**src/design/jesc_queue.sv**
```systemverilog
// ----------------------------------------------------------------------------
// jesc_queue
// Two-entry queue between the item front end and the iteration engine.
// ----------------------------------------------------------------------------
module jesc_queue #(
  parameter int W = 15
) (
  input  logic         clk,
  input  logic         rst_n,
  input  logic         push,
  input  logic [W-1:0] push_data,
  input  logic         pop,
  output logic [W-1:0] pop_data,
  output logic         full,
  output logic         empty
);

  logic [W-1:0] slot_r [2];
  logic         wp_r;
  logic         rp_r;
  logic [1:0]   cnt_r;

  assign full     = (cnt_r == 2'd2);
  assign empty    = (cnt_r == 2'd0);
  assign pop_data = slot_r[rp_r];

  // Pointer and fill count bookkeeping.
  always_ff @(posedge clk) begin
    if (!rst_n) begin
      wp_r  <= 1'b0;
      rp_r  <= 1'b0;
      cnt_r <= 2'd0;
    end else begin
      if (push) begin
        wp_r <= ~wp_r;
      end
      if (pop) begin
        rp_r <= ~rp_r;
      end
      if (push && !pop) begin
        cnt_r <= cnt_r + 2'd1;
      end else if (pop && !push) begin
        cnt_r <= cnt_r - 2'd1;
      end
    end
  end

  // Entry storage.
  always_ff @(posedge clk) begin
    if (push) begin
      slot_r[wp_r] <= push_data;
    end
  end

endmodule

```
**config.mk**
```make
export PLATFORM = sky130hd
export DESIGN_NAME = jesc_queue
export DESIGN_NICKNAME = d
export VERILOG_FILES = /design/src/design/jesc_queue.sv
export SDC_FILE = /design/constraint.sdc
export NUM_CORES = 1
export LEC_CHECK = 0
export BUFFER_PORTS_ARGS = -buffer_cell sky130_fd_sc_hd__buf_2
export CELL_PAD_IN_SITES_DETAIL_PLACEMENT = 2
export CELL_PAD_IN_SITES_GLOBAL_PLACEMENT = 2
export CORE_ASPECT_RATIO = 0.5
export CORE_MARGIN = 3
export CORE_UTILIZATION = 35
export DETAILED_ROUTE_END_ITERATION = 6
export PLACE_DENSITY = 0.88
export RECOVER_POWER = 25
export SYNTH_ARGS = -nofsm -noshare
export SYNTH_HDL_FRONTEND = slang
export SYNTH_SLANG_ARGS = --single-unit
```
**constraint.sdc**
```tcl
create_clock -name clk -period 1.6 [get_ports clk]
set_input_delay 0.32 -clock clk [delete_from_list [all_inputs] [get_ports clk]]
set_output_delay 0.32 -clock clk [all_outputs]
set_load 0.1 [all_outputs]
```
# == Word-level counts from Yosys, hierarchy flattened ==
# Memories as Yosys holds them, arrays and structs flattened. A register that Yosys moved wholly into a read port is not among the register bits.
# Cells that the tools add are included.
# word_totals
reg_bits,4
ramBits,30
input_bits,19
output_inout_bits,17
elab_cells,21
n_memories,1
# memory_table
memory,words,word_bits,read_ports,rd_ports_with_merged_regs,write_ports,line,text
slot_r,2,15,1,1,1,18,logic [W-1:0] slot_r [2];
# op_classes
add_sub_neg,2
eq_ne,1
muxes,6
bitwise_logic,2
reduce_logical,6
# op_table
operator,n
2-to-1 mux 1 bit,4
2-to-1 mux 2 bit,2
"adder 2 x 1 -> 2 bit, second input constant",1
"== test 2 bit, second input constant",1
logical AND 1 bit,2
zero test 1 bit,2
zero test 2 bit,1
NOT 1 bit,2
nonzero test 2 bit,1
"subtractor 2 x 1 -> 2 bit, second input constant",1

# == Depth between registers and ports, before layout ==
# Gate-level depths: netlist of the first run.
# depth
ltp_word,4
ltp_mapped,5

# == Least setup slack after synthesis of the first run ==
# No wires, ideal clock.
# synth_path
path_kind,register to output
start,reg cnt_r[0]
end,out empty
arrival_ps,1583
required_time_ps,1280
slack_ps,-303
path_stages_with_launch,2
n_path_buf,0
path_cell_list,dfxtp_1 -> nor2_1
# synth_via
elab_chain_cells,1
# synth_rtl
item,line,text
start: declaration,21,logic [1:0] cnt_r;
start signal: assignment,41,cnt_r <= cnt_r + 2'd1;
start signal: assignment,43,cnt_r <= cnt_r - 2'd1;
zero test 2 bit,24,assign empty = (cnt_r == 2'd0);
end: declaration,15,output logic empty
# Every way passes these cells.

==> flow_summary.json, run 1 <==
{
  "fillers": 279,
  "dr.pass1.iters": 4,
  "grt_pass1_vias": 890,
  "avgSynthCellArea_um2": 18.86,
  "tightest_slew_ps": 485.0,
  "ir_drop_uv": 691.4,
  "p_per_area_nw_per_um2": 1281,
  "root_buffer": "clkbuf_8",
  "drc": 0,
  "crit_type": "register to primary output",
  "drtIter0Drc": 20,
  "ys_ff_latch": 35,
  "fin_setup_tns_ps": -518.8,
  "startpoint_type": "register",
  "synth_top_area_share_pct": 69.23,
  "clkLatencyLatePin_ps": 300,
  "postRouteAntennaNets": 0,
  "layout.nets": 133,
  "core-area_um2": 3258,
  "path_clk_slew_ps": 80,
  "gp_congestion": 0.6806,
  "fp-row-count": 14,
  "yosysSeqAreaShare_pct": 76.92,
  "postSynthCellCount": 69,
  "cp_max_fo": 8,
  "syn_area_um2": 1301,
  "cts_num_sinks": 35,
  "synthTopCellsByCount": "30 x edfxtp_1, 15 x mux2_2, 5 x dfxtp_1",
  "port_buffers": 35,
  "finalHoldViolCount": 0,
  "grt_pass1_wl_um": 6113,
  "drv_slew": 0,
  "cp-end-kind": "primary output",
  "p_leak_nw": 0.7707,
  "yosys_warnings": 0,
  "violations": "negative setup slack",
  "cts_tree": "done",
  "grt_max_degree": 16,
  "fin_util_pct": 60.10,
  "grt-ovfl-total": 0,
  "status": "complete, but fails checks",
  "pin_count": 36,
  "hpwl_um": 2153,
  "max_freq_mhz": 605.4,
  "cts_made_buffers": 5,
  "synth_area_leaders": "edfxtp_1 69%, mux2_2 13%, dfxtp_1 7.7%, and2_1 1.9%, xor2_1 1.3%",
  "design_area_um2": 1958,
  "die_area_um2": 4530,
  "placed_area_um2": 1577,
  "synthToLayoutAreaGrowth_pct": 50.48,
  "synth_edf_count": 30,
  "cap_viol_max_count": 0,
  "antenna-diode-count": 0,
  "fin_crit_sh_pct": 103.2,
  "viasPerCell": 4.745,
  "rsz0062_at_grt": "true",
  "cts_setup_buffers": 0,
  "fin_crit_ps": 1652,
  "max_slew_margin_pct": 67.89,
  "clock_path_buffers": 2,
  "synthDistinctLibCells": 17,
  "synth.most_common_cell": "edfxtp_1",
  "die_w_um": 92.23,
  "antenna_found_initial": 0,
  "vias": 764,
  "yosys.area.top_type": "edfxtp_1",
  "setup_ws_ps": -51.93,
  "ys.flop_type": "edfxtp_1",
  "start_util_pct": 39.94,
  "final.setup_skew_ps": 13.58,
  "holdCritPathClass": "input port to register",
  "h-tree-depth": 2,
  "required_ps": 1280,
  "finalSetupViolations": 15,
  "drive_gt1_share_pct": 49.56,
  "dp_slack_ps": 119.3,
  "die_h_um": 49.12,
  "drt-total-wl_um": 3998,
  "wl_per_cell_um": 24.83,
  "cp_data_arrival_time_ps": 1330,
  "grt_usage_pct": 19.87,
  "syn_nets": 89,
  "async_flop_share_pct": 0
}
## per-stage QoR
step / total power [mW] / hold slack, ps / instances
after global placement: 1.668 / 502.6 / 153
final: 2.508 / 213.4 / 161
after global routing: 2.598 / 194.8 / 161
after floorplan: 1.559 / 418.9 / 69
after detailed placement: 1.689 / 513.0 / 153
after CTS: 2.471 / 210.4 / 161
## where the power goes
group	switching [mW]	total [mW]	internal, mW
clock	0.342	0.632	0.291
sequential	0.0352	1.08	1.05
combinational	0.498	0.791	0.293
## path summary, 6_finish.rpt
kind / to / cells past startpoint / startpoint / slack [ps]
worst max-delay path: pop_data[0] / 3 / register / -50
worst min-delay path: slot_r[0][1]$_DFFE_PP_ / 1 / push_data[1] / 210
worst max register to register: slot_r[0][8]$_DFFE_PP_ / 2 / wp_r$_SDFFE_PN0P_ / 460
worst min register to register: cnt_r[1]$_SDFFE_PN0P_ / 2 / cnt_r[1]$_SDFFE_PN0P_ / 560
## registers in the layout (all words and copies together), names as in the netlist, named ones only
name,cells
cnt_r,2
rp_r,1
slot_r,30
wp_r,1
## cells in the final DEF (no fill, tap or decap), types with 4 or more instances in the layout
cell type  count
buf_2         12
edfxtp_1      30
dfxtp_1        4
clkbuf_1       7
buf_12        17
mux2_4        15
clkbuf_8       5
and2_1         4
## critical path, stage by stage (launching register included)
cell	delay, ps
dfxtp_4	390
buf_12	150
mux2_4	330
buf_12	170
## cell type report
| type | instances | area [um^2] | area share (%) |
|---|---|---|---|
| well taps | 48 | 60.06 | 3.067 |
| clock buffers | 5 | 68.82 | 3.514 |
| clock inverters | 2 | 8.758 | 0.4473 |
| flip-flops and latches | 35 | 1005 | 51.31 |
| inverters | 1 | 3.754 | 0.1917 |
| multi-input cells | 31 | 342.8 | 17.51 |
| repair buffers | 39 | 469.2 | 23.96 |
## layer usage
layer / GRT usage (%) / vias up / wire (um)
met1: 24.44 / 393 / 1769
met3: 5.701 / 4 / 112
met4: 6.404 / 0 / 36
met2: 33.94 / 24 / 2079
li1: - / 343 / -
met5: 0 / - / 0
## cell families (layout without fill, tap and decap cells)
| family | after synthesis | count (layout) | synth area share, % |
|---|---|---|---|
| AO/OA/AOI/OAI | 3 | 3 | 1.539 |
| XOR/XNOR | 3 | 3 | 2.020 |
| adder cells (fa/ha/maj) | 1 | 1 | 0.9614 |
| buffers and inverters | 3 | 47 | 1.250 |
| flip-flops | 35 | 35 | 76.92 |
| multiplexers | 15 | 15 | 12.98 |
| AND/OR/NAND/NOR | 9 | 9 | 4.327 |
## timing repair
| action | CTS | global route |
|---|---|---|
| hold buffers | 0 | 0 |
| endpoints found under the hold margin | 0 | 0 |
| setup endpoints to repair | 15 | 15 |
| cloned | 1 | 0 |
| resized for setup | 78 | 0 |
| pin swaps | 0 | 0 |
No activity file was read; power rests on OpenSTA's default activity.
==> run 2: changes to the inputs <==
--- a/config.mk
+++ b/config.mk
@@ -10,9 +10,10 @@
 export CELL_PAD_IN_SITES_GLOBAL_PLACEMENT = 2
 export CORE_ASPECT_RATIO = 0.5
 export CORE_MARGIN = 3
-export CORE_UTILIZATION = 35
+export CORE_UTILIZATION = 32
 export DETAILED_ROUTE_END_ITERATION = 6
-export PLACE_DENSITY = 0.88
+export GPL_TIMING_DRIVEN = 0
+export PLACE_DENSITY = 0.85
 export RECOVER_POWER = 25
 export SYNTH_ARGS = -nofsm -noshare
 export SYNTH_HDL_FRONTEND = slang
==> constraint.sdc (replaced) <==
create_clock -name clk -period 1.45 [get_ports clk]
set_input_delay 0.29 -clock clk [delete_from_list [all_inputs] [get_ports clk]]
set_output_delay 0.29 -clock clk [all_outputs]
set_load 0.1 [all_outputs]
==> run 2 against run 1 <==
Against the previous run:
- non-clock buffer count increased by 4
- critical path type unchanged
- die area is 8.5% higher
- the run still ends with negative setup slack left
- via count rose by 3.9%
- sequential share of layout area decreased by 2.0 points
- clock-buffer cell count is 1 higher
- final cell count up 5.0%
==> flow_summary.json, run 2 (synthesis gave the netlist of run 1 again) <==
{
  "largest_reg_flops": 30,
  "viasPerCell": 4.698,
  "start_util_pct": 35.56,
  "path_clk_slew_ps": 80,
  "power_mw": 3.043,
  "top_register": "slot_r",
  "grt_usage_pct": 14.85,
  "final.setup_skew_ps": 3.140,
  "required_ps": 1160,
  "synthToLayoutAreaGrowth_pct": 56.54,
  "drc": 0,
  "drv_slew": 0,
  "cap_viol_max_count": 0,
  "top_regs": "slot_r: 30 flops, cnt_r: 2 flops",
  "fin_crit_ps": 1724,
  "fillers": 308,
  "root_buffer": "clkbuf_8",
  "die_area_um2": 4914,
  "finalHoldViolCount": 0,
  "die_h_um": 51.09,
  "fp-row-count": 15,
  "vias": 794,
  "gp_congestion": 0.6694,
  "cp-end-kind": "primary output",
  "finalSetupViolations": 15,
  "mostFrequentLayoutCells": "30 x edfxtp_1, 16 x buf_12, 15 x mux2_4",
  "setup_ws_ps": -274.0,
  "max_freq_mhz": 580.1,
  "cts_tree": "done",
  "cpPeakStageDelay_ps": 340,
  "hold_buffers": 0,
  "hpwl_um": 1999,
  "final_common_cell": "edfxtp_1",
  "p_leak_nw": 0.8217,
  "cts_made_buffers": 5,
  "design_area_um2": 2037,
  "cts_num_sinks": 35,
  "pin_count": 36,
  "startpoint_type": "register",
  "clock_path_buffers": 2,
  "ir_drop_uv": 573.0,
  "postRouteAntennaNets": 0,
  "antenna-diode-count": 0,
  "grt_pass1_vias": 859,
  "holdCritPathClass": "input port to register",
  "rsz0062_at_grt": "true",
  "drt-total-wl_um": 4334,
  "worst_hold_slack_ps": 200.8,
  "status": "complete, but fails checks",
  "drive_gt1_share_pct": 56.78,
  "cp_max_fo": 7,
  "cp_data_arrival_time_ps": 1430,
  "dr.pass1.iters": 4,
  "clkLatencyLatePin_ps": 290,
  "grt_pass1_wl_um": 4968,
  "die_w_um": 96.18,
  "p_per_area_nw_per_um2": 1494,
  "violations": "negative setup slack",
  "port_buffers": 35,
  "cp_slowest_cell": "dfxtp_2",
  "max_slew_margin_pct": 64.61,
  "fin_crit_sh_pct": 118.9,
  "core-area_um2": 3660,
  "grt-ovfl-total": 0,
  "crit_type": "register to primary output",
  "layout.nets": 137,
  "h-tree-depth": 2,
  "tightest_slew_ps": 529.7,
  "wl_per_cell_um": 25.64,
  "antenna_found_initial": 0,
  "cp_cell_sequence": "buf_6 -> clkbuf_16 -> mux2_4 -> buf_12",
  "grt_max_degree": 17,
  "placed_area_um2": 1543,
  "drtIter0Drc": 23
}
## run 2: timing repair
item / CTS / global route
pin swaps: 0 / 0
gates cloned: 0 / 1
endpoints found under the setup margin: 33 / 46
gates resized for setup: 54 / 34
setup buffers: 5 / 0
## run 2: power breakdown
part / internal, mW / total, mW / leakage, nW / switching (mW)
Combinational: 0.338 / 0.901 / 0.437 / 0.563
Sequential: 1.16 / 1.20 / 0.324 / 0.0361
Clock: 0.557 / 0.947 / 0.0612 / 0.390
## run 2: final timing paths
check	depth (start not counted)	start	slack, ps	end
min reg2reg	2	cnt_r[1]$_SDFFE_PN0P_	550	cnt_r[1]$_SDFFE_PN0P_
max reg2reg	1	wp_r$_SDFFE_PN0P_	250	slot_r[1][4]$_DFFE_PP_
min	1	push_data[3]	200	slot_r[0][3]$_DFFE_PP_
max	4	register	-270	pop_data[6]
## run 2: final cells by class
type / count / area [um^2] / share of cell area [%]
Buffer: 2 / 31.28 / 1.536
Clock buffer: 6 / 82.58 / 4.054
Clock inverter: 2 / 35.03 / 1.720
Inverter: 1 / 3.754 / 0.1843
Multi-Input combinational cell: 31 / 351.6 / 17.26
Sequential cell: 35 / 1003 / 49.26
Tap cell: 51 / 63.81 / 3.133
Timing Repair Buffer: 41 / 465.4 / 22.85
## run 2: per-layer routing
| layer | share of wire [%] | up-vias | track usage (%) |
|---|---|---|---|
| met4 | 0.32 | 0 | 4.245 |
| met1 | 46 | 430 | 18.68 |
| met5 | 0 | - | 0 |
| li1 | - | 350 | - |
| met3 | 1.9 | 2 | 6.176 |
| met2 | 52 | 12 | 23.43 |
## run 2: metrics by stage
step / setup WS [ps] / setup TNS (ps) / util [%] / cells
after floorplan: 0.02098 / 0 / - / 69
after global placement: -482.8 / -9217 / 42.15 / 155
after detailed placement: -509.4 / -9722 / 42.15 / 155
after CTS: -259.9 / -3464 / 51.32 / 168
after global routing: -304.5 / -4118 / 55.66 / 169
final: -274.0 / -3533 / 55.66 / 169
## run 2: critical path: cells and delay by family (launching register included)
kind | cells | cell delay (ps)
multiplexers | 1 | 320
buffers and inverters | 3 | 470
flip-flops | 1 | 340
==> run 3: changes to the inputs <==
--- a/config.mk
+++ b/config.mk
@@ -15,6 +15,7 @@
 export GPL_TIMING_DRIVEN = 0
 export PLACE_DENSITY = 0.85
 export RECOVER_POWER = 25
+export SETUP_SLACK_MARGIN = 0.4
 export SYNTH_ARGS = -nofsm -noshare
 export SYNTH_HDL_FRONTEND = slang
 export SYNTH_SLANG_ARGS = --single-unit
==> run 3 against run 2 <==
Against the previous run:
- the run still ends with negative setup slack left
- hold slack better by 12 ps
- combinational power grew 14%
- worst setup slack better by 20 ps
- critical endpoint is now pop_data[2]
- largest power group unchanged
==> flow_summary.json, run 3 (synthesis gave the netlist of run 1 again) <==
{
  "status": "complete, but fails checks",
  "violations": "negative setup slack",
  "antenna_found_initial": 0,
  "fin_setup_tns_ps": -3506,
  "finalHoldViolCount": 0,
  "switchingPower_mw": 1.054,
  "p_leak_nw": 0.8634,
  "grt-ovfl-total": 0,
  "die_w_um": 96.18,
  "drive_gt1_share_pct": 59.52,
  "cts_tree": "done",
  "rsz0062_at_grt": "true",
  "sequentialPowerShare_pct": 38.2,
  "wl_per_cell_um": 27.59,
  "h-tree-depth": 2,
  "clock_path_buffers": 2,
  "final_common_cell": "edfxtp_1",
  "core-area_um2": 3660,
  "clkLatencyLatePin_ps": 290,
  "root_buffer": "clkbuf_8",
  "p_per_area_nw_per_um2": 1448,
  "grt_max_degree": 16,
  "drc": 0,
  "vias": 833,
  "cp_max_fo": 7,
  "top_regs": "slot_r: 30 flops, cnt_r: 2 flops",
  "cp_data_arrival_time_ps": 1410,
  "regArea_um2": 1010,
  "top_register": "slot_r",
  "p_int_mw": 2.095,
  "max_freq_mhz": 586.8,
  "mostFrequentLayoutCells": "30 x edfxtp_1, 19 x buf_12, 15 x mux2_4",
  "cap_viol_max_count": 0,
  "grt_usage_pct": 19.39,
  "die_h_um": 51.09,
  "switching_share_pct": 33.47,
  "gp_congestion": 0.6737,
  "ir_drop_uv": 774.7,
  "drtIter0Drc": 37,
  "max_slew_margin_pct": 83.07,
  "final.setup_skew_ps": 3.176,
  "multi_input_area_um2": 396.6,
  "pin_count": 36,
  "required_ps": 1160,
  "grt_pass1_wl_um": 6389,
  "drv_slew": 0,
  "dr.pass1.iters": 4,
  "port_buffers": 35,
  "fillers": 306,
  "startpoint_type": "register",
  "cp-end-kind": "primary output",
  "layout.nets": 145,
  "path_clk_slew_ps": 80,
  "fin_crit_sh_pct": 117.5,
  "finalSetupViolations": 15,
  "cts_num_sinks": 35,
  "p_comb_share_pct": 32.6,
  "crit_type": "register to primary output",
  "tightest_slew_ps": 253.6,
  "grt_pass1_vias": 936,
  "fin_util_pct": 59.42,
  "die_area_um2": 4914,
  "synthToLayoutAreaGrowth_pct": 67.12,
  "cts_made_buffers": 5,
  "power_frac_clock_pct": 29.1,
  "antenna-diode-count": 0,
  "drt-total-wl_um": 4884,
  "largest_reg_flops": 30,
  "r2r_cells": 4,
  "holdPathStages": 1,
  "setup_ws_ps": -254.2,
  "hpwl_um": 2305,
  "holdCritPathClass": "input port to register",
  "viasPerCell": 4.706,
  "start_util_pct": 35.56,
  "fp-row-count": 15,
  "fin_crit_ps": 1704,
  "postRouteAntennaNets": 0
}
-- run 3: changes by cell type in the layout (fill, tap and decap cells not counted), moves of 2 or more --
cell / change
buf_2: -5
clkbuf_1: +5
buf_12: +3
buf_4: +3
and2_4: +2
dfxtp_4: +2
-- run 3: worst max-delay path: stages (launching register included) --
cell	delay (ps)
dfxtp_2	340
buf_8	130
clkbuf_16	150
mux2_4	320
buf_12	170
-- run 3: repair_timing --
| item | CTS | global route |
|---|---|---|
| hold buffers | 0 | 0 |
| cloned | 0 | 2 |
| pin swaps | 3 | 2 |
| setup endpoints to repair | 49 | 33 |
| resized for setup | 72 | 14 |
| buffers inserted | 8 | 4 |
-- run 3: final cells by class --
cell class                      count  share of cell area [%]
Buffer                              2                   1.611
Sequential cell                    35                   46.43
Multi-Input combinational cell     32                   18.24
Clock buffer                        5                   3.165
Inverter                            1                  0.1726
Timing Repair Buffer               48                   25.43
Tap cell                           51                   2.934
Clock inverter                      3                   2.014
-- run 3: metal layers --
metal	track usage [%]	vias to the layer above	part of all wire [%]
met2	33.03	31	50
li1	-	371	-
met4	5.660	0	0.94
met5	0	-	0
met1	24.88	423	44
met3	4.118	8	5.8
-- run 3: path summary, 6_finish.rpt --
| kind | slack (ps) | end | startpoint |
|---|---|---|---|
| setup reg to reg | 210 | cnt_r[1]$_SDFFE_PN0P_ | cnt_r[0]$_SDFFE_PN0P_ |
| hold reg to reg | 580 | register | rp_r$_SDFFE_PN0P_ |
| hold / removal | 210 | slot_r[1][6]$_DFFE_PP_ | push_data[6] |
| setup / recovery | -250 | pop_data[2] | register |
-- run 3: through the flow --
stage	cells	setup slack, ps	instance area (um^2)	hold slack, ps	total power, mW
5_1_grt	177	-298.1	2175	201.1	3.251
4_1_cts	171	-244.0	2073	191.2	3.009
6_report	177	-254.2	2175	213.1	3.148
3_3_place_gp	155	-34.05	1624	478.6	1.863
2_1_floorplan	69	165.8	1385	388.9	1.771
3_5_place_dp	155	-59.80	1624	489.7	1.892
-- run 3: power groups by stage --
stage               clock network [mW]  logic, mW  registers (mW)
CTS                              0.884      0.929            1.20
global route                     0.986       1.06            1.21
finish                           0.917       1.03            1.20
global placement                     0      0.657            1.21
floorplan                            0      0.568            1.20
detailed placement                   0      0.676            1.22
